## src/bgtr_pkg.sv

```systemverilog
// Shared types, constants and helpers for the bitmap glyph text renderer.
// Used by every module under src; no dependencies of its own.
`default_nettype none

package bgtr_pkg;

    localparam int GLYPH_ROWS  = 16;
    localparam int GLYPH_COLS  = 8;
    localparam int CHAR_COUNT  = 256;
    localparam int STORE_DEPTH = CHAR_COUNT * GLYPH_ROWS;
    localparam int ADDR_W      = $clog2(STORE_DEPTH);
    localparam int ROW_W       = $clog2(GLYPH_ROWS + 1);
    localparam int PADDR_W     = 5;
    localparam int LIN_W       = 30;

    localparam logic [7:0]  CODE_NEWLINE = 8'd10;
    localparam logic [7:0]  CODE_TAB     = 8'd9;
    localparam logic [16:0] TAB_STEP     = 17'd20 + 17'(GLYPH_COLS);
    localparam logic [12:0] RST_WIDTH    = 13'd640;
    localparam logic [12:0] RST_HEIGHT   = 13'd480;
    localparam logic [2:0]  RST_PIX      = 3'd4;
    localparam logic [3:0]  COLOUR_LAST  = 4'd8;

    localparam logic OP_DRAW = 1'b0;
    localparam logic OP_LOAD = 1'b1;

    typedef enum logic [2:0] {
        REG_PANEL_WIDTH   = 3'd0,
        REG_PANEL_HEIGHT  = 3'd1,
        REG_PIXEL_BYTES   = 3'd2,
        REG_COLOR_SELECT  = 3'd3,
        REG_XOR_MODE      = 3'd4,
        REG_ORIGIN_COLUMN = 3'd5
    } reg_index_t;

    typedef enum logic [1:0] {
        ST_IDLE,
        ST_SETUP,
        ST_RUN
    } draw_state_t;

    typedef struct packed {
        logic       op;
        logic [7:0] char_code;
        logic [3:0] glyph_row;
        logic [7:0] row_bits;
    } char_item_t;

    typedef struct packed {
        logic [15:0] row_y;
        logic [15:0] start_x;
        logic [7:0]  pixel_mask;
        logic [31:0] pixel_value;
        logic        xor_write;
        logic [31:0] byte_offset;
        logic        last_row;
    } pix_item_t;

    typedef struct packed {
        logic [12:0] panel_width;
        logic [12:0] panel_height;
        logic [2:0]  pixel_bytes;
        logic [3:0]  color_select;
        logic        xor_mode;
        logic [11:0] origin_column;
    } cfg_t;

    typedef struct packed {
        logic              we;
        logic              re;
        logic [ADDR_W-1:0] addr;
        logic [7:0]        wdata;
    } ram_req_t;

    typedef struct packed {
        logic busy;
        logic pend_valid;
    } draw_status_t;

    function automatic logic [15:0] sat16(input logic [16:0] s);
        return s[16] ? 16'hFFFF : s[15:0];
    endfunction

    function automatic logic [31:0] colour_lut(input logic [3:0] sel);
        logic [31:0] c;
        case (sel)
            4'd1:    c = 32'hff0000ff;
            4'd2:    c = 32'h00ff00ff;
            4'd3:    c = 32'h0000ffff;
            4'd4:    c = 32'hffff00ff;
            4'd5:    c = 32'hff00ffff;
            4'd6:    c = 32'h00ffffff;
            4'd7:    c = 32'hffffffff;
            4'd8:    c = 32'h80000000;
            default: c = 32'h000000ff;
        endcase
        return c;
    endfunction

endpackage

`default_nettype wire

```

## src/bgtr_draw.sv

```systemverilog
// Cursor control, row sequencer: glyph store writes/reads, builds row requests.
// Depends on bgtr_pkg; drives the bgtr_glyph_ram request port.
`default_nettype none

module bgtr_draw
    import bgtr_pkg::*;
(
    input  wire logic       clk,
    input  wire logic       rst_n,
    input  wire cfg_t       cfg,
    input  wire logic       char_valid,
    input  wire char_item_t char_item,
    output logic            char_stall,
    output logic            pix_valid,
    output pix_item_t       pix_item,
    input  wire logic       pix_stall,
    output ram_req_t        ram_req,
    input  wire logic [7:0] ram_rdata,
    output draw_status_t    status
);

    draw_state_t             state_reg, state_next;
    logic [15:0]             cur_x_reg, cur_x_next;
    logic [15:0]             cur_y_reg, cur_y_next;
    logic [15:0]             ctx_x_reg, ctx_x_next;
    logic [15:0]             ctx_y_reg, ctx_y_next;
    logic [ADDR_W-1:0]       ctx_base_reg, ctx_base_next;
    logic                    ctx_ok_reg, ctx_ok_next;
    logic [GLYPH_COLS-1:0]   col_mask_reg, col_mask_next;
    logic [LIN_W-1:0]        lin_reg, lin_next;
    logic [ROW_W-1:0]        rd_idx_reg, rd_idx_next;
    logic [ROW_W-1:0]        em_idx_reg, em_idx_next;
    logic                    pend_valid_reg, pend_valid_next;
    logic                    out_valid_reg, out_valid_next;
    pix_item_t               out_reg, out_next;

    logic                    busy;
    logic                    accept;
    logic                    wrap;
    logic                    issue;
    logic                    load_out;
    logic [28:0]             prod;
    logic [16:0]             line;
    logic [31:0]             colour;
    logic [1:0]              pix_shift;

    assign busy       = (state_reg != ST_IDLE);
    assign accept     = char_valid && !busy;
    assign char_stall = busy;
    assign pix_valid  = out_valid_reg;
    assign pix_item   = out_reg;
    assign status     = '{busy: busy, pend_valid: pend_valid_reg};

    assign wrap     = (17'(cur_x_reg) + 17'(GLYPH_COLS)) > 17'(cfg.panel_width);
    assign prod     = 29'(ctx_y_reg) * 29'(cfg.panel_width);
    assign line     = 17'(ctx_y_reg) + 17'(em_idx_reg);
    assign load_out = pend_valid_reg && (!out_valid_reg || !pix_stall);
    assign issue    = (state_reg == ST_RUN) && (rd_idx_reg < ROW_W'(GLYPH_ROWS))
                      && (!pend_valid_reg || load_out);

    always_comb
    begin
        case (cfg.pixel_bytes)
            3'd2:    pix_shift = 2'd1;
            3'd4:    pix_shift = 2'd2;
            default: pix_shift = 2'd0;
        endcase
        colour = colour_lut(cfg.color_select);
        case (pix_shift)
            2'd0:    colour = colour & 32'h000000ff;
            2'd1:    colour = colour & 32'h0000ffff;
            default: colour = colour;
        endcase
    end

    always_comb
    begin
        state_next      = state_reg;
        cur_x_next      = cur_x_reg;
        cur_y_next      = cur_y_reg;
        ctx_x_next      = ctx_x_reg;
        ctx_y_next      = ctx_y_reg;
        ctx_base_next   = ctx_base_reg;
        ctx_ok_next     = ctx_ok_reg;
        col_mask_next   = col_mask_reg;
        lin_next        = lin_reg;
        rd_idx_next     = rd_idx_reg;
        em_idx_next     = em_idx_reg;
        out_next        = out_reg;
        out_valid_next  = pix_stall ? out_valid_reg : 1'b0;
        pend_valid_next = issue ? 1'b1 : (load_out ? 1'b0 : pend_valid_reg);

        ram_req.we    = 1'b0;
        ram_req.re    = issue;
        ram_req.wdata = char_item.row_bits;
        ram_req.addr  = ctx_base_reg + ADDR_W'(rd_idx_reg);

        unique case (state_reg)
            ST_IDLE:
            begin
                if (accept && char_item.op == OP_LOAD)
                begin
                    ram_req.addr = ADDR_W'(ADDR_W'(char_item.char_code) * ADDR_W'(GLYPH_ROWS)
                                   + ADDR_W'(char_item.glyph_row));
                    ram_req.we   = ({1'b0, char_item.char_code} < 9'(CHAR_COUNT))
                                   && (6'(char_item.glyph_row) < 6'(GLYPH_ROWS));
                end
                else if (accept && char_item.char_code == CODE_NEWLINE)
                begin
                    cur_y_next = sat16(17'(cur_y_reg) + 17'(GLYPH_ROWS));
                    cur_x_next = 16'(cfg.origin_column);
                end
                else if (accept && char_item.char_code == CODE_TAB)
                begin
                    cur_x_next = sat16(17'(cur_x_reg) + TAB_STEP);
                end
                else if (accept)
                begin
                    ctx_x_next    = wrap ? 16'(cfg.origin_column) : cur_x_reg;
                    ctx_y_next    = wrap ? sat16(17'(cur_y_reg) + 17'(GLYPH_ROWS))
                                         : cur_y_reg;
                    ctx_base_next = ADDR_W'(ADDR_W'(char_item.char_code)
                                            * ADDR_W'(GLYPH_ROWS));
                    ctx_ok_next   = {1'b0, char_item.char_code} < 9'(CHAR_COUNT);
                    cur_x_next    = sat16(17'(ctx_x_next) + 17'(GLYPH_COLS));
                    cur_y_next    = ctx_y_next;
                    state_next    = ST_SETUP;
                end
            end
            ST_SETUP:
            begin
                lin_next = LIN_W'(prod) + LIN_W'(ctx_x_reg);
                for (int j = 0; j < GLYPH_COLS; j++)
                begin
                    col_mask_next[GLYPH_COLS-1-j] =
                        (17'(ctx_x_reg) + 17'(j)) < 17'(cfg.panel_width);
                end
                rd_idx_next = '0;
                em_idx_next = '0;
                state_next  = ST_RUN;
            end
            ST_RUN:
            begin
                if (issue)
                begin
                    rd_idx_next = rd_idx_reg + ROW_W'(1);
                end
                if (load_out)
                begin
                    out_valid_next       = 1'b1;
                    out_next.row_y       = line[15:0];
                    out_next.start_x     = ctx_x_reg;
                    out_next.pixel_mask  = (ctx_ok_reg && line < 17'(cfg.panel_height))
                                           ? (ram_rdata & col_mask_reg) : 8'd0;
                    out_next.pixel_value = colour;
                    out_next.xor_write   = cfg.xor_mode;
                    out_next.byte_offset = 32'({2'b00, lin_reg} << pix_shift);
                    out_next.last_row    = (em_idx_reg == ROW_W'(GLYPH_ROWS - 1));
                    lin_next             = lin_reg + LIN_W'(cfg.panel_width);
                    em_idx_next          = em_idx_reg + ROW_W'(1);
                    if (em_idx_reg == ROW_W'(GLYPH_ROWS - 1))
                    begin
                        state_next = ST_IDLE;
                    end
                end
            end
            default:
            begin
                state_next = ST_IDLE;
            end
        endcase
    end

    always_ff @(posedge clk or negedge rst_n)
    begin
        if (!rst_n)
        begin
            state_reg      <= ST_IDLE;
            cur_x_reg      <= 16'd0;
            cur_y_reg      <= 16'd0;
            rd_idx_reg     <= '0;
            em_idx_reg     <= '0;
            pend_valid_reg <= 1'b0;
            out_valid_reg  <= 1'b0;
        end
        else
        begin
            state_reg      <= state_next;
            cur_x_reg      <= cur_x_next;
            cur_y_reg      <= cur_y_next;
            rd_idx_reg     <= rd_idx_next;
            em_idx_reg     <= em_idx_next;
            pend_valid_reg <= pend_valid_next;
            out_valid_reg  <= out_valid_next;
        end
    end

    always_ff @(posedge clk)
    begin
        ctx_x_reg    <= ctx_x_next;
        ctx_y_reg    <= ctx_y_next;
        ctx_base_reg <= ctx_base_next;
        ctx_ok_reg   <= ctx_ok_next;
        col_mask_reg <= col_mask_next;
        lin_reg      <= lin_next;
        out_reg      <= out_next;
    end

endmodule

`default_nettype wire

```

## config.mk

```make
export PLATFORM = sky130hd
export DESIGN_NAME = bgtr_draw
export DESIGN_NICKNAME = d
export VERILOG_FILES = /design/src/bgtr_pkg.sv /design/src/bgtr_draw.sv
export SDC_FILE = /design/constraint.sdc
export NUM_CORES = 1
export LEC_CHECK = 0
export BUFFER_PORTS_ARGS = -buffer_cell sky130_fd_sc_hd__buf_4
export CAP_MARGIN = 20
export CORE_UTILIZATION = 62
export CTS_CLUSTER_SIZE = 28
export DETAILED_ROUTE_END_ITERATION = 16
export HOLD_SLACK_MARGIN = 0.15
export PLACE_DENSITY = 0.86
export SYNTH_ARGS = -nofsm -noshare
export SYNTH_HDL_FRONTEND = slang
export SYNTH_SLANG_ARGS = --single-unit
export TNS_END_PERCENT = 5
```

## constraint.sdc

```tcl
create_clock -name clk -period 7.3 [get_ports clk]
set_clock_uncertainty 0.05 [all_clocks]
set_input_delay 1.095 -clock clk [delete_from_list [all_inputs] [get_ports clk]]
set_output_delay 1.095 -clock clk [all_outputs]
set_load 0.02 [all_outputs]
```

==> load_flow_metrics.sql <==
INSERT INTO impl_metrics (metric_group, metric, value, unit) VALUES
('cts', 'path_clk_slew', '60', 'ps'),
('detailed_routing', 'via_count', '18100', ''),
('sta', 'setup_viol_count_final', '0', ''),
('place', 'dpl.cell_count', '2937', ''),
('synth', 'synthCells', '2378', ''),
('cts', 'post_cts.repair.setup_buffers', '0', ''),
('cts', 'post_cts_resize_count', '0', ''),
('flow_run', 'max_cap_viol_count', '0', ''),
('setup_path', 'cp-start-kind', 'input pin', ''),
('synth', 'synth_seq_area_share', '0.263', ''),
('die', 'num_rows', '69', ''),
('place', 'place.detailed.hpwl', '44600', 'um'),
('place', 'port_buffers', '194', ''),
('min_path', 'hold_path.class', 'reg2reg', ''),
('final_layout', 'final_cells', '2984', ''),
('place', 'place.gp.congestion', '0.972', ''),
('power', 'powerDensity', '381', 'nW/um2'),
('detailed_routing', 'routed_wirelength', '58000', 'um'),
('power', 'total_leakage_power', '0.0116', 'uW'),
('final_layout', 'largest_register_ffs', '79', ''),
('setup_path', 'timing.critical_path.required', '7520', 'ps'),
('power', 'ir_worst_vdd', '0.527', 'mV'),
('sta', 'finalCritPeriodShare', '0.951', ''),
('final_layout', 'layout.nets', '3002', ''),
('detailed_routing', 'drc_errors', '0', ''),
('synth', 'number_of_flip_flops_and_latches_in_the_synthesized_netlist', '203', ''),
('detailed_routing', 'violation_count_after_the_first_detailed_routing_iteration', '1645', ''),
('cts', 'cts_inserted_buffers', '24', ''),
('detailed_routing', 'vias_per_cell', '6.05', ''),
('synth', 'yosys_warnings', '0', ''),
('cts', 'cts_max_path_buffers', '3', ''),
('sta', 'hold_violations', '0', ''),
('die', 'fp.coreArea', '35500', 'um2'),
('outcome', 'run_status', 'finished, final reports clean', ''),
('synth', 'syn_area', '22300', 'um2'),
('global_routing', 'first_pass_grt_wire_length', '94000', 'um'),
('cts', 'holdBufCountCts', '0', ''),
('sta', 'worst_pin_slew', '985', 'ps'),
('global_routing', 'grt_antenna_before_repair', '3', ''),
('die', 'io_pins', '211', ''),
('detailed_routing', 'drt_first_pass_iters', '5', ''),
('synth', 'async_reset_ff_frac', '0.227', ''),
('final_layout', 'num-fill-cells', '2518', ''),
('sta', 'period_needed', '6950', 'ps'),
('synth', 'synth_enable_flop_cells', '157', ''),
('place', 'dp_slack', '-107', 'ps'),
('global_routing', 'grt_pass1_vias', '18300', ''),
('setup_path', 'worst_setup_path_end_kind', 'flop', ''),
('detailed_routing', 'ant_nets', '0', ''),
('sta', 'maxClockFrequency', '144', 'MHz'),
('die', 'die_x', '192', 'um'),
('cts', 'cts-htree-levels', '1', ''),
('synth', 'synthesis.area_per_instance', '9.40', 'um2'),
('final_layout', 'drive_gt1_frac', '0.125', ''),
('cts', 'tritoncts_clock_tree', 'built', ''),
('final_layout', 'final_design_utilization', '0.701', ''),
('sta', 'setup_ws', '354', 'ps'),
('global_routing', 'grt.total_usage', '0.323', ''),
('final_layout', 'synthToLayoutAreaGrowth', '11.3', '%'),
('final_layout', 'sequential_cell_area', '5870', 'um2'),
('sta', 'timing.slew.headroom', '0.340', ''),
('global_routing', 'grt_start_max_net_pins', '63', ''),
('sta', 'final_max_slew_viol_count', '0', ''),
('die', 'die-height', '192', 'um'),
('setup_path', 'crit_fanout', '12', ''),
('setup_path', 'critical_path_class', 'in2reg', ''),
('final_layout', 'multi_input_area', '14800', 'um2'),
('synth', 'synth_top_flop_cell', 'sky130_fd_sc_hd__edfxtp_1', ''),
('setup_path', 'arrival', '7160', 'ps'),
('cts', 'worstSkewPairLatency', '540', 'ps'),
('detailed_routing', 'post_drt_wl_per_cell', '19.4', 'um'),
('die', 'die_ar', '36800', 'um2'),
('cts', 'ctsRootBufferMaster', 'sky130_fd_sc_hd__clkbuf_16', ''),
('cts', 'clock_sink_count', '203', ''),
('sta', 'unrepaired_setup_endpoints_after_global_routing', 'false', ''),
('die', 'initial_utilization', '0.630', ''),
('setup_path', 'regToRegSetupSlack', '360', 'ps'),
('global_routing', 'gr-total-overflow', '0', ''),
('synth', 'synth.lib_cells_used.distinct', '75', '');
-- path summary, 6_finish.rpt --
check | startpoint | end | cells after the start
worst max-delay path | cfg[36] | lin_reg[28] | 22
worst min-delay path | cur_y_reg[2] | cur_y_reg[2] | 1
worst max register to register | ctx_y_reg[7] | lin_reg[28] | 20
worst min register to register | cur_y_reg[2] | cur_y_reg[2] | 1
max in group asynchronous | rst_n | cur_y_reg[0] | 1
min in group asynchronous | rst_n | em_idx_reg[3] | 1
-- layout by cell type (no fill, tap or decap), drive strengths merged, types with 8 or more instances in the layout --
master   count
o211ai      10
nand3       53
nand4       18
nand2      257
o31ai        9
xor2        48
edfxtp     157
mux2i       55
buf        232
clkinv      11
a211oi      14
xnor2      123
o21bai      10
dfrtp       46
a21o        50
clkbuf      30
o21ai       75
and3        39
o221ai       8
mux2         9
fa         169
ha         252
nor3b        9
a2111oi     10
and2       107
a31oi       27
nor2b       13
nand2b      27
nor2       121
nor3        31
a21oi      133
a41oi        8
inv        263
-- worst max-delay path: stages --
cell and delay (ps):
sky130_fd_sc_hd__buf_4 160, sky130_fd_sc_hd__and2_1 190, sky130_fd_sc_hd__fa_1 540, sky130_fd_sc_hd__inv_1 50, sky130_fd_sc_hd__fa_1 540, sky130_fd_sc_hd__inv_1 70, sky130_fd_sc_hd__fa_1 520, sky130_fd_sc_hd__fa_1 440
sky130_fd_sc_hd__fa_1 550, sky130_fd_sc_hd__inv_1 50, sky130_fd_sc_hd__fa_1 500, sky130_fd_sc_hd__inv_1 40, sky130_fd_sc_hd__ha_1 300, sky130_fd_sc_hd__and3_1 200, sky130_fd_sc_hd__a31oi_1 110, sky130_fd_sc_hd__and3_1 230
sky130_fd_sc_hd__a2111oi_4 420, sky130_fd_sc_hd__o221ai_1 270, sky130_fd_sc_hd__a2111oi_0 500, sky130_fd_sc_hd__buf_4 200, sky130_fd_sc_hd__o21a_1 110, sky130_fd_sc_hd__o31ai_1 70
-- metrics by stage --
stage	TNS, ps	hold slack, ps	power (uW)	instance area, um2
floorplan	0	375	6480	22300
global placement	0	391	7780	24000
detailed placement	-119	401	8070	24000
CTS	0	416	9400	24900
global route	0	442	10300	24900
finish	0	417	9460	24900
-- area by class of cell --
type,instances,share of cell area
inverter,264,0.0399
timing repair buffer,232,0.0701
clock inverter,14,0.00654
sequential,203,0.236
tap,461,0.0232
antenna,3,0.000302
clock buffer,30,0.0271
multi-input combinational,1777,0.597
-- routing by layer --
layer / part of all wire / wire length [um] / up-vias / global-route usage
met1: 0.41 / 23700 / 8706 / 0.423
met3: 0.090 / 5190 / 126 / 0.0579
met4: 0.031 / 1780 / 2 / 0.117
met5: 0.00022 / 13 / - / 0
li1: - / - / 8323 / -
met2: 0.47 / 27300 / 902 / 0.534
-- logic make-up (layout without fill, tap and decap cells) --
| kind of cell | count (synthesis) | count (layout) | synth area share |
|---|---|---|---|
| buffers and inverters | 399 | 540 | 0.0750 |
| other | 1 | 5 | 0.000168 |
| and+or+nand+nor | 716 | 716 | 0.158 |
| DFF | 203 | 203 | 0.263 |
| xor gates and xnor gates | 171 | 171 | 0.0670 |
| adders and majority gates | 422 | 422 | 0.293 |
| muxes | 64 | 64 | 0.0292 |
| AOI/OAI and AO/OA | 402 | 402 | 0.115 |
-- report_power, final --
group	internal (uW)	switching (uW)
Combinational	2570	3580
Sequential	1740	294
Clock	765	507
-- cells in the mapped netlist, types with 27 or more instances --
library cell	count	area [um2]
sky130_fd_sc_hd__a21o_1	50	375
sky130_fd_sc_hd__a21oi_1	133	666
sky130_fd_sc_hd__a31oi_1	27	169
sky130_fd_sc_hd__and2_1	107	669
sky130_fd_sc_hd__and3_1	39	244
sky130_fd_sc_hd__buf_4	42	315
sky130_fd_sc_hd__clkbuf_1	80	300
sky130_fd_sc_hd__dfrtp_1	46	1150
sky130_fd_sc_hd__edfxtp_1	157	4710
sky130_fd_sc_hd__fa_1	169	3380
sky130_fd_sc_hd__ha_1	252	3150
sky130_fd_sc_hd__inv_1	254	953
sky130_fd_sc_hd__mux2i_1	55	551
sky130_fd_sc_hd__nand2_1	257	965
sky130_fd_sc_hd__nand2b_1	27	169
sky130_fd_sc_hd__nand3_1	53	265
sky130_fd_sc_hd__nor2_1	120	450
sky130_fd_sc_hd__nor3_1	31	155
sky130_fd_sc_hd__o21ai_0	75	375
sky130_fd_sc_hd__xnor2_1	123	1080
sky130_fd_sc_hd__xor2_1	48	420
Power figures use the tool's default switching activity.
