### config.mk
export PLATFORM = sky130hd
export DESIGN_NAME = bgtr_cfg_regs
export DESIGN_NICKNAME = d
export VERILOG_FILES = /design/src/bgtr_pkg.sv /design/src/bgtr_cfg_regs.sv
export SDC_FILE = /design/constraint.sdc
export NUM_CORES = 1
export LEC_CHECK = 0
export ABC_AREA = 1
export BUFFER_PORTS_ARGS = -buffer_cell sky130_fd_sc_hd__buf_2
export CAP_MARGIN = 0
export CORE_MARGIN = 8
export CORE_UTILIZATION = 42
export DETAILED_ROUTE_END_ITERATION = 10
export HOLD_SLACK_MARGIN = 0.05
export PLACE_DENSITY = 0.77
export REMOVE_ABC_BUFFERS = 1
export SKIP_CTS_REPAIR_TIMING = 1
export SYNTH_ARGS = -nofsm -noshare
export SYNTH_HDL_FRONTEND = slang
export SYNTH_SLANG_ARGS = --single-unit
### constraint.sdc
create_clock -name clk -period 1.2 [get_ports clk]
set_input_delay 0.24 -clock clk [delete_from_list [all_inputs] [get_ports clk]]
set_output_delay 0.24 -clock clk [all_outputs]
set_load 0.01 [all_outputs]
### src/bgtr_pkg.sv
// Shared types, constants and helpers for the bitmap glyph text renderer.
// Used by every module under src; no dependencies of its own.
`default_nettype none

package bgtr_pkg;

    localparam int GLYPH_ROWS  = 16;
    localparam int GLYPH_COLS  = 8;
    localparam int CHAR_COUNT  = 256;
    localparam int STORE_DEPTH = CHAR_COUNT * GLYPH_ROWS;
    localparam int ADDR_W      = $clog2(STORE_DEPTH);
    localparam int ROW_W       = $clog2(GLYPH_ROWS + 1);
    localparam int PADDR_W     = 5;
    localparam int LIN_W       = 30;

    localparam logic [7:0]  CODE_NEWLINE = 8'd10;
    localparam logic [7:0]  CODE_TAB     = 8'd9;
    localparam logic [16:0] TAB_STEP     = 17'd20 + 17'(GLYPH_COLS);
    localparam logic [12:0] RST_WIDTH    = 13'd640;
    localparam logic [12:0] RST_HEIGHT   = 13'd480;
    localparam logic [2:0]  RST_PIX      = 3'd4;
    localparam logic [3:0]  COLOUR_LAST  = 4'd8;

    localparam logic OP_DRAW = 1'b0;
    localparam logic OP_LOAD = 1'b1;

    typedef enum logic [2:0] {
        REG_PANEL_WIDTH   = 3'd0,
        REG_PANEL_HEIGHT  = 3'd1,
        REG_PIXEL_BYTES   = 3'd2,
        REG_COLOR_SELECT  = 3'd3,
        REG_XOR_MODE      = 3'd4,
        REG_ORIGIN_COLUMN = 3'd5
    } reg_index_t;

    typedef enum logic [1:0] {
        ST_IDLE,
        ST_SETUP,
        ST_RUN
    } draw_state_t;

    typedef struct packed {
        logic       op;
        logic [7:0] char_code;
        logic [3:0] glyph_row;
        logic [7:0] row_bits;
    } char_item_t;

    typedef struct packed {
        logic [15:0] row_y;
        logic [15:0] start_x;
        logic [7:0]  pixel_mask;
        logic [31:0] pixel_value;
        logic        xor_write;
        logic [31:0] byte_offset;
        logic        last_row;
    } pix_item_t;

    typedef struct packed {
        logic [12:0] panel_width;
        logic [12:0] panel_height;
        logic [2:0]  pixel_bytes;
        logic [3:0]  color_select;
        logic        xor_mode;
        logic [11:0] origin_column;
    } cfg_t;

    typedef struct packed {
        logic              we;
        logic              re;
        logic [ADDR_W-1:0] addr;
        logic [7:0]        wdata;
    } ram_req_t;

    typedef struct packed {
        logic busy;
        logic pend_valid;
    } draw_status_t;

    function automatic logic [15:0] sat16(input logic [16:0] s);
        return s[16] ? 16'hFFFF : s[15:0];
    endfunction

    function automatic logic [31:0] colour_lut(input logic [3:0] sel);
        logic [31:0] c;
        case (sel)
            4'd1:    c = 32'hff0000ff;
            4'd2:    c = 32'h00ff00ff;
            4'd3:    c = 32'h0000ffff;
            4'd4:    c = 32'hffff00ff;
            4'd5:    c = 32'hff00ffff;
            4'd6:    c = 32'h00ffffff;
            4'd7:    c = 32'hffffffff;
            4'd8:    c = 32'h80000000;
            default: c = 32'h000000ff;
        endcase
        return c;
    endfunction

endpackage

`default_nettype wire

### src/bgtr_cfg_regs.sv
// APB-style registers: panel, pixel, colour, XOR and cursor origin settings.
// Depends on bgtr_pkg for the register map and the cfg_t struct.
`default_nettype none

module bgtr_cfg_regs
    import bgtr_pkg::*;
(
    input  wire logic               clk,
    input  wire logic               rst_n,
    input  wire logic               psel,
    input  wire logic               penable,
    input  wire logic               pwrite,
    input  wire logic [PADDR_W-1:0] paddr,
    input  wire logic [31:0]        pwdata,
    output logic [31:0]             prdata,
    output logic                    pready,
    output cfg_t                    cfg
);

    cfg_t       cfg_reg;
    cfg_t       cfg_next;
    reg_index_t idx;
    logic       wr;

    assign idx    = reg_index_t'(paddr[PADDR_W-1:2]);
    assign wr     = psel && penable && pwrite;
    assign pready = 1'b1;
    assign cfg    = cfg_reg;

    always_comb
    begin
        cfg_next = cfg_reg;
        if (wr)
        begin
            unique case (idx)
                REG_PANEL_WIDTH:   cfg_next.panel_width   = pwdata[12:0];
                REG_PANEL_HEIGHT:  cfg_next.panel_height  = pwdata[12:0];
                REG_PIXEL_BYTES:   cfg_next.pixel_bytes   = pwdata[2:0];
                REG_COLOR_SELECT:
                begin
                    if (pwdata[3:0] <= COLOUR_LAST)
                    begin
                        cfg_next.color_select = pwdata[3:0];
                    end
                end
                REG_XOR_MODE:      cfg_next.xor_mode      = pwdata[0];
                REG_ORIGIN_COLUMN: cfg_next.origin_column = pwdata[11:0];
                default:           cfg_next = cfg_reg;
            endcase
        end
    end

    always_comb
    begin
        unique case (idx)
            REG_PANEL_WIDTH:   prdata = {19'd0, cfg_reg.panel_width};
            REG_PANEL_HEIGHT:  prdata = {19'd0, cfg_reg.panel_height};
            REG_PIXEL_BYTES:   prdata = {29'd0, cfg_reg.pixel_bytes};
            REG_COLOR_SELECT:  prdata = {28'd0, cfg_reg.color_select};
            REG_XOR_MODE:      prdata = {31'd0, cfg_reg.xor_mode};
            REG_ORIGIN_COLUMN: prdata = {20'd0, cfg_reg.origin_column};
            default:           prdata = 32'd0;
        endcase
    end

    always_ff @(posedge clk or negedge rst_n)
    begin
        if (!rst_n)
        begin
            cfg_reg.panel_width   <= RST_WIDTH;
            cfg_reg.panel_height  <= RST_HEIGHT;
            cfg_reg.pixel_bytes   <= RST_PIX;
            cfg_reg.color_select  <= 4'd0;
            cfg_reg.xor_mode      <= 1'b0;
            cfg_reg.origin_column <= 12'd0;
        end
        else
        begin
            cfg_reg <= cfg_next;
        end
    end

endmodule

`default_nettype wire

==> results of run 1 <==
cell type report:
| class | instances | area (sq um) |
|---|---|---|
| fillers | 502 | 2260 |
| flip-flops and latches | 46 | 1160 |
| multi-input cells | 233 | 1120 |
| repair buffers | 137 | 1050 |
| well taps | 75 | 93.8 |
| inverters | 17 | 86.3 |
| clock buffers | 7 | 76.3 |
layout by cell type (no fill, tap or decap), drive strengths merged:
master and instances:
dfstp 7, o21ai 34, nand2 124, nor2 13
dlygate4sd3 1, inv 17, buf 134, dfrtp 39
nand3 33, clkbuf 9, nand4 6, conb 20
nor3 1, a21oi 2
cells by family (layout without fill, tap and decap cells):
| group | Yosys count | in the layout | synth area share |
|---|---|---|---|
| AOI/OAI and AO/OA | 36 | 36 | 0.0720 |
| buffers and inverters | 49 | 161 | 0.127 |
| DFF | 46 | 46 | 0.464 |
| other | 2 | 20 | 0.00300 |
| and+or+nand+nor | 177 | 177 | 0.334 |
path summary, 6_finish.rpt:
path,to,slack [ns],cells past startpoint
worst max-delay path,prdata[1],-0.19,5
worst min-delay path,cfg[42],0.16,3
worst max register to register,cfg[40],0.36,3
worst min register to register,cfg[28],0.48,2
max in group asynchronous,cfg[42],0.48,3
min in group asynchronous,cfg[14],0.45,3
tightest hold or removal path, stage by stage:
cell	delay (ns)
buf_2	0.11
nand2_1	0.06
nand2_1	0.04
report_power, final:
part	internal, mW	switching, mW
clock network	0.402	0.505
registers	1.87	0.232
logic	0.774	0.801
total	3.05	1.54
metrics by stage:
step	instances	util	area (sq um)
floorplan	296	-	2320
global placement	476	0.524	3060
detailed placement	476	0.524	3060
CTS	483	0.537	3140
global route	515	0.614	3590
finish	515	0.614	3590
metal layers:
layer  GRT usage  up-vias  routed length, um
met5           0        -                  0
met4      0.0631        0                148
met3      0.0457       11                783
met2       0.270      100               4010
met1       0.203     1233               3120
li1            -     1216                  -
==> metrics, run 1 <==
status complete, but fails checks; failing checks setup timing; reg2reg start cfg[40]; total core area 5850 sq um; Layout Area Growth over Synthesis 43.6%; Hold Path Class input pin to flip-flop; post-route total power 4.58 mW; crit share post-route 1.16; RSZ-0062 raised after global routing yes; # diodes 0; Worst path slowest cell dfrtp_1; Synth Flop Type dfrtp_1; vias per inst 4.97; pre-CTS WS -0.182 ns; Syn Inst Count 310; root buf cell clkbuf_8; pwr/cell area 1280 nW/um^2; Die Y 93.2 um; share of post-route cells with drive strength above 1 0.418; CP Data Required Time 0.96 ns; Post-Route WL slightly above 8000 um; beginning of the critical path cfg[21]; number of synthesis warnings 0; leak pwr between 1.5 and 2 nW; vias in the first global route ~2300; final hold slack 0.156 ns; 1st-iter DRT viols about 120; Max-cap violations 0; TritonCTS buffer count 5; DP Wirelength 5360 um; max-slew violations 0; NumNets Final 482; most common library cells after synthesis nand2_1, dfrtp_1, nand3_1; later-pin clock latency in the skew report 0.30 ns; setup tns final -1.69 ns; IR Drop Worst-Case VDD ~0.76 mV; sequential area share after synthesis 0.463; Overflow after GRT 0; Buf/Inv on CP 1; Layout Skew 0 ns; CP cell instances nand4_1 -> nand2_1 -> nor2_1 -> nand2_1 -> buf_2; Die X 93.2 um; startpoint types flip-flop; Row Count 28; clock slew at reported path FFs about 0.080 ns; synth unique cells 25; Max clock buf depth 2; per-cell routed wire length approximately 16 um; Total GRT Usage 0.165; DR pass1 iterations 4; largest area contributor in the netlist dfrtp_1; final setup vio count 26; ANT nets after route 0; die footprint ~8700 sq um; Initial Util 0.428; DRC Markers 0; max FFs per register 46; min cycle time layout 1.39 ns; worst setup path category flip-flop to output port; top-count cell post-synth nand2_1; final number of hold-violating endpoints 0; Synth async-reset ratio 1.00; Avg Cell Area, Syn around 8 sq um; cell area after synthesis 2500 sq um; area share of the largest cell type after synthesis 0.390; input/output buffers slightly below 80; CTS tree yes; top cells by area, synth dfrtp_1, nand2_1, dfstp_2; clk sinks 46; first-pass GRT wire length 11500 um; largest net degree at the start of global routing 47; CP peak stage delay 0.40 ns; antenna violations before repair 0; I/O pin count approximately 120; HP Start pwdata[9]; worst setup margin -0.194 ns; Seq cells post-synth 46; GPL Wtd Cong 0.827; CP endpoint kind output port; via count 2560; cell mode on critical path nand2_1; CP top delay family flip-flops; crit-path max FO 2; EDFF count, synth 0; CP Data Arrival Time around 1.2 ns; H-Tree Depth 2; Achievable Freq 718 MHz
No activity file was read; power rests on OpenSTA's default activity.
==> inputs of run 2 (changes only) <==
--- a/config.mk
+++ b/config.mk
@@ -6,7 +6,7 @@
 export NUM_CORES = 1
 export LEC_CHECK = 0
 export ABC_AREA = 1
-export BUFFER_PORTS_ARGS = -buffer_cell sky130_fd_sc_hd__buf_2
+export BUFFER_PORTS_ARGS = -buffer_cell sky130_fd_sc_hd__clkbuf_2
 export CAP_MARGIN = 0
 export CORE_MARGIN = 8
 export CORE_UTILIZATION = 42
==> run 2 against run 1 <==
The run still ends with setup timing left. Die area stayed put. Hold slack worse by 0.020 ns. Count of clock-buffer cells in the layout is 1 lower. Clock skew stayed put. Cell count is 2.5% higher. Critical path type unchanged. Critical endpoint is now prdata[0]. Largest cell class unchanged. Highest routed layer unchanged.
==> metrics, run 2 (same netlist as run 1, synthesis figures left out) <==
GPL Wtd Cong 0.896 (+8.4%); IR Drop Worst-Case VDD 0.627 mV (-17%); worst setup path category flip-flop to output port; via count 2673 (+4.4%); max FFs per register 46 (unchanged); vias in the first global route 2468 (+5.7%); Max clock buf depth 2 (unchanged); total core area 5850 sq um (unchanged); Layout Skew 0 ns (unchanged); share of post-route cells with drive strength above 1 0.453 (+0.0344); worst setup margin -0.226 ns (-0.0326 ns); Hold Path Class input pin to flip-flop; Max-cap violations 0 (unchanged); CP Data Required Time 0.96 ns (about the same); reg2reg start cfg[40]; I/O pin count 121 (unchanged); Worst Hold Depth 3 (unchanged); slew at the pin closest to its max-slew limit 0.500 ns; clk sinks 46 (unchanged); HP Start pwdata[9]; clock slew at reported path FFs 0.09 ns (about the same); Post-Place Cells 479 (+0.63%); DR pass1 iterations 4 (unchanged); Row Count 28 (unchanged); per-cell routed wire length 16.3 um (+4.3%); post-route total power 4.77 mW (+4.0%); antenna violations before repair 0 (unchanged); later-pin clock latency in the skew report 0.30 ns (about the same); TritonCTS buffer count 5 (unchanged); crit share post-route 1.19 (+0.0272); largest net degree at the start of global routing 47 (unchanged); clock share of power 0.210 (+0.012); CP cell instances nand4_1 -> nand2_1 -> nor2_1 -> nand2_1 -> buf_2; Initial Util 0.428 (unchanged); CP peak stage delay 0.42 ns (+0.02 ns); Layout Area Growth over Synthesis 49.9%; Worst path slowest cell dfrtp_1; 1st-iter DRT viols 176 (+48%); Achievable Freq 701 MHz (-2.3%); H-Tree Depth 2 (unchanged); DRC Markers 0 (unchanged); cell mode on critical path nand2_1; hold path endpoint cfg[42]; Reg2Reg Depth 4 (+1); die footprint 8680 sq um (unchanged); RR Endpoint cfg[40]; leak pwr 2.06 nW (+3.6%); startpoint types flip-flop; failing checks setup timing; RSZ-0062 raised after global routing yes; CP Data Arrival Time 1.19 ns (+0.04 ns); input/output buffers 79 (unchanged); NumNets Final 494 (+2.5%); Non-Filler Cell Area, Final 3750 sq um (+4.4%); Die X 93.2 um (unchanged); Die Y 93.2 um (unchanged); Post-Route WL 8620 um (+6.9%); CP endpoint kind output port; DP Wirelength 5620 um (+4.9%); dpl cell area 3100 sq um (+1.1%); R2R setup slack 0.30 ns (-0.06 ns); # diodes 0 (unchanged); cell-internal power 3.14 mW (+3.1%); CTS tree yes; status complete, but fails checks; max-slew violations 0 (unchanged); power share of the sequential group 0.445 (-0.014); pwr/cell area 1270 nW/um^2 (-0.37%); relative slew slack 0.666; min cycle time layout 1.43 ns (+0.0326 ns); leading cell type in the layout, fill and taps excluded nand2_1; final setup vio count 32 (+23%); ANT nets after route 0 (unchanged); Sw Share 0.341 (+0.00579); Switch Pwr 1.63 mW (+5.8%); first-pass GRT wire length 12200 um (+5.8%); final number of hold-violating endpoints 0 (unchanged); root buf cell clkbuf_8; crit-path max FO 3 (+1); vias per inst 5.06 (+1.8%); logic gate share of total power 0.345 (about the same); Total GRT Usage 0.176 (+0.0112); Filler Cell Count 477 (-5.0%); Overflow after GRT 0 (unchanged); commonest cells after routing, fill and taps aside nand2_1, clkbuf_2, buf_4; final std cells w/o fill 528 (+2.5%)
run 2: cell count changes in the layout (fill, tap and decap cells not counted), moves of 2 or more:
cell      before  now
nand2_2       14   16
clkbuf_2       0   58
buf_4         48   57
nand3_2        4    9
clkbuf_1       2    0
nand3_1       27   22
nand2_1      108  106
buf_2         62    6
run 2: power groups by stage:
stage | clock [mW] | combinational, mW | sequential [mW]
floorplan | 0 | 0.416 | 2.24
global placement | 0 | 1.16 | 2.13
detailed placement | 0 | 1.20 | 2.14
CTS | 1.02 | 1.20 | 2.11
global route | 1.06 | 1.79 | 2.15
finish | 1.00 | 1.64 | 2.12
run 2: stage by stage:
| step | utilization | hold slack (ns) | TNS [ns] | setup slack [ns] |
|---|---|---|---|---|
| 2_1_floorplan | - | -0.0556 | 0 | 0.0534 |
| 3_3_place_gp | 0.530 | 0.241 | -5.38 | -0.180 |
| 3_5_place_dp | 0.530 | 0.244 | -6.59 | -0.194 |
| 4_1_cts | 0.546 | -0.0826 | -2.53 | -0.219 |
| 5_1_grt | 0.641 | 0.167 | -3.29 | -0.291 |
| 6_report | 0.641 | 0.136 | -2.16 | -0.226 |
run 2: worst max path at each step:
stage               startpoint    endpoint  cells past startpoint
finish                 cfg[17]   prdata[0]                      5
global route           cfg[17]   prdata[0]                      5
CTS                    cfg[17]   prdata[0]                      5
detailed placement    paddr[2]   prdata[2]                      6
global placement      paddr[2]  prdata[10]                      7
floorplan               pwrite     cfg[13]                      5
run 2: cell type report:
type,instances,area (sq um),area share
Sequential cell,46,1160,0.309
Timing Repair Buffer,149,1150,0.308
Clock inverter,2,12.5,0.00334
Multi-Input combinational cell,233,1160,0.309
Inverter,17,88.8,0.0237
Clock buffer,6,82.6,0.0220
Tap cell,75,93.8,0.0250
run 2: worst max-delay path: cells and delay by family, from the launching register on:
kind | cells | cell delay (ns)
and+or+nand+nor | 4 | 0.33
DFF | 1 | 0.42
buffers and inverters | 1 | 0.13
run 2: per-layer routing:
layer  global-route usage  part of all wire  vias up
li1                     -                 -     1250
met1                0.198              0.39     1286
met2                0.307              0.51      117
met3               0.0521             0.081       20
met4               0.0698             0.026        0
met5                    0                 0        -
==> inputs of run 3 (changes only) <==
--- a/config.mk
+++ b/config.mk
@@ -8,11 +8,13 @@
 export ABC_AREA = 1
 export BUFFER_PORTS_ARGS = -buffer_cell sky130_fd_sc_hd__clkbuf_2
 export CAP_MARGIN = 0
+export CELL_PAD_IN_SITES_DETAIL_PLACEMENT = 0
+export CELL_PAD_IN_SITES_GLOBAL_PLACEMENT = 1
 export CORE_MARGIN = 8
-export CORE_UTILIZATION = 42
+export CORE_UTILIZATION = 29
 export DETAILED_ROUTE_END_ITERATION = 10
 export HOLD_SLACK_MARGIN = 0.05
-export PLACE_DENSITY = 0.77
+export PLACE_DENSITY_LB_ADDON = 0.1
 export REMOVE_ABC_BUFFERS = 1
 export SKIP_CTS_REPAIR_TIMING = 1
 export SYNTH_ARGS = -nofsm -noshare
==> run 3 against run 2 <==
Non-clock buffer count is 10 lower. Cell count rose by 4.4%. Global-route usage shrank 3.5 points. Critical path depth unchanged. Sequential share of layout area rose by 1.3 points. The run still ends with setup timing left.
==> metrics, run 3 (same netlist as run 1, synthesis figures left out) <==
DP Wirelength 6250 um (+11%); ANT nets after route 0 (unchanged); clock slew at reported path FFs 0.09 ns (about the same); first-pass GRT wire length 13100 um (+7.7%); RSZ-0062 raised after global routing yes; Layout Skew 0 ns (unchanged); met3 wire length 496 um (-29%); H-Tree Depth 2 (unchanged); leak pwr 1.97 nW (-4.4%); Post-Route WL 8500 um (-1.4%); routed metal-1 wire length 3900 um (+17%); final setup vio count 19 (-41%); Initial Util 0.293 (-0.135); die footprint 11900 sq um (+37%); DRC Markers 0 (unchanged); input/output buffers 79 (unchanged); TritonCTS buffer count 5 (unchanged); root buf cell clkbuf_8; NumNets Final 484 (-2.0%); uppermost layer routed met4; per-cell routed wire length 15.4 um (-5.5%); dpl cell area 3190 sq um (+2.9%); CP endpoint kind output port; Post-Place Cells 520 (+8.6%); share of post-route cells with drive strength above 1 0.420 (-0.0327); antenna violations before repair 0 (unchanged); worst setup path category flip-flop to output port; Die X 109 um (+17%); multi-input logic area 1120 sq um (-3.7%); vias per inst 4.41 (-13%); Achievable Freq 712 MHz (+1.6%); Row Count 34 (+21%); Max clock buf depth 2 (unchanged); I/O pin count 121 (unchanged); Layout Area Growth over Synthesis 44.1%; CTS tree yes; cell mode on critical path nand2_1; status complete, but fails checks; later-pin clock latency in the skew report 0.29 ns (about the same); 1st-iter DRT viols 60 (-66%); final std cells w/o fill 551 (+4.4%); Sequential Area 1160 sq um (unchanged); CP Data Arrival Time 1.16 ns (-0.03 ns); CP cell instances nand4_1 -> nand2_1 -> nor2_1 -> nand2_1 -> buf_2; leading cell type in the layout, fill and taps excluded nand2_1; via count 2428 (-9.2%); final number of hold-violating endpoints 0 (unchanged); DR pass1 iterations 4 (unchanged); CP Data Required Time 0.96 ns (about the same); Filler Cell Count 908 (+90%); Max-cap violations 0 (unchanged); commonest cells after routing, fill and taps aside nand2_1, clkbuf_2, buf_4; GPL Wtd Cong 0.768 (-14%); pwr/cell area 1270 nW/um^2 (-0.47%); Hold Path Class input pin to flip-flop; Non-Filler Cell Area, Final 3600 sq um (-3.9%); clk sinks 46 (unchanged); total core area 8550 sq um (+46%); Die Y 109 um (+17%); Overflow after GRT 0 (unchanged); Buf/Inv on CP 1 (unchanged); startpoint types flip-flop; # diodes 0 (unchanged); max FFs per register 46 (unchanged); crit-path max FO 3 (unchanged); met2 WL 4050 um (-7.1%); failing checks setup timing; R2R setup slack 0.34 ns (+0.04 ns); vias in the first global route 2458 (-0.41%); crit share post-route 1.17 (-0.0188); IR Drop Worst-Case VDD 0.469 mV (-25%); largest net degree at the start of global routing 26 (-45%); worst setup margin -0.204 ns (+0.0225 ns); min cycle time layout 1.40 ns (-0.0225 ns); Total GRT Usage 0.141 (-0.0350); max-slew violations 0 (unchanged); CP top delay family flip-flops; CP peak stage delay 0.41 ns (about the same); Worst path slowest cell dfrtp_1
[run 3: final timing paths]
path	cells after the start	startpoint	to
max	5	cfg[17]	prdata[0]
min	3	pwdata[7]	cfg[40]
max reg2reg	4	cfg[0]	cfg[0]
min reg2reg	2	cfg[28]	cfg[28]
max in group asynchronous	3	rst_n	cfg[27]
min in group asynchronous	2	rst_n	cfg[21]
[run 3: per-layer routing]
metal / vias to the layer above / global-route usage
met2: 70 / 0.237
met1: 1136 / 0.184
li1: 1218 / -
met5: - / 0
met4: 0 / 0.0264
met3: 4 / 0.0307
[run 3: worst reg2reg max path, delay by kind of cell (launching register included)]
kind,cells,cell delay (ns)
DFF,1,0.40
buffers and inverters,2,0.25
AOI/OAI and AO/OA,1,0.06
and+or+nand+nor,1,0.06
[run 3: final cells by class]
type	count	area share
timing repair buffer	139	0.283
tap	108	0.0375
clock inverter	1	0.00139
inverter	17	0.0233
sequential	46	0.322
clock buffer	7	0.0239
multi-input combinational	233	0.310
[run 3: report_power, final]
part	internal [mW]	switching (mW)
clock	0.466	0.527
sequential	1.87	0.249
combinational	0.695	0.754
total	3.03	1.53
[run 3: through the flow]
stage / utilization / hold slack, ns / TNS [ns] / power, mW / worst slack (ns)
after CTS: 0.384 / -0.138 / -2.66 / 4.38 / -0.244
after floorplan: - / -0.0556 / 0 / 2.65 / 0.0534
after global routing: 0.422 / 0.154 / -2.80 / 4.88 / -0.281
final: 0.422 / 0.154 / -1.43 / 4.56 / -0.204
after global placement: 0.373 / 0.188 / -5.19 / 3.35 / -0.176
after detailed placement: 0.373 / 0.186 / -5.59 / 3.36 / -0.170
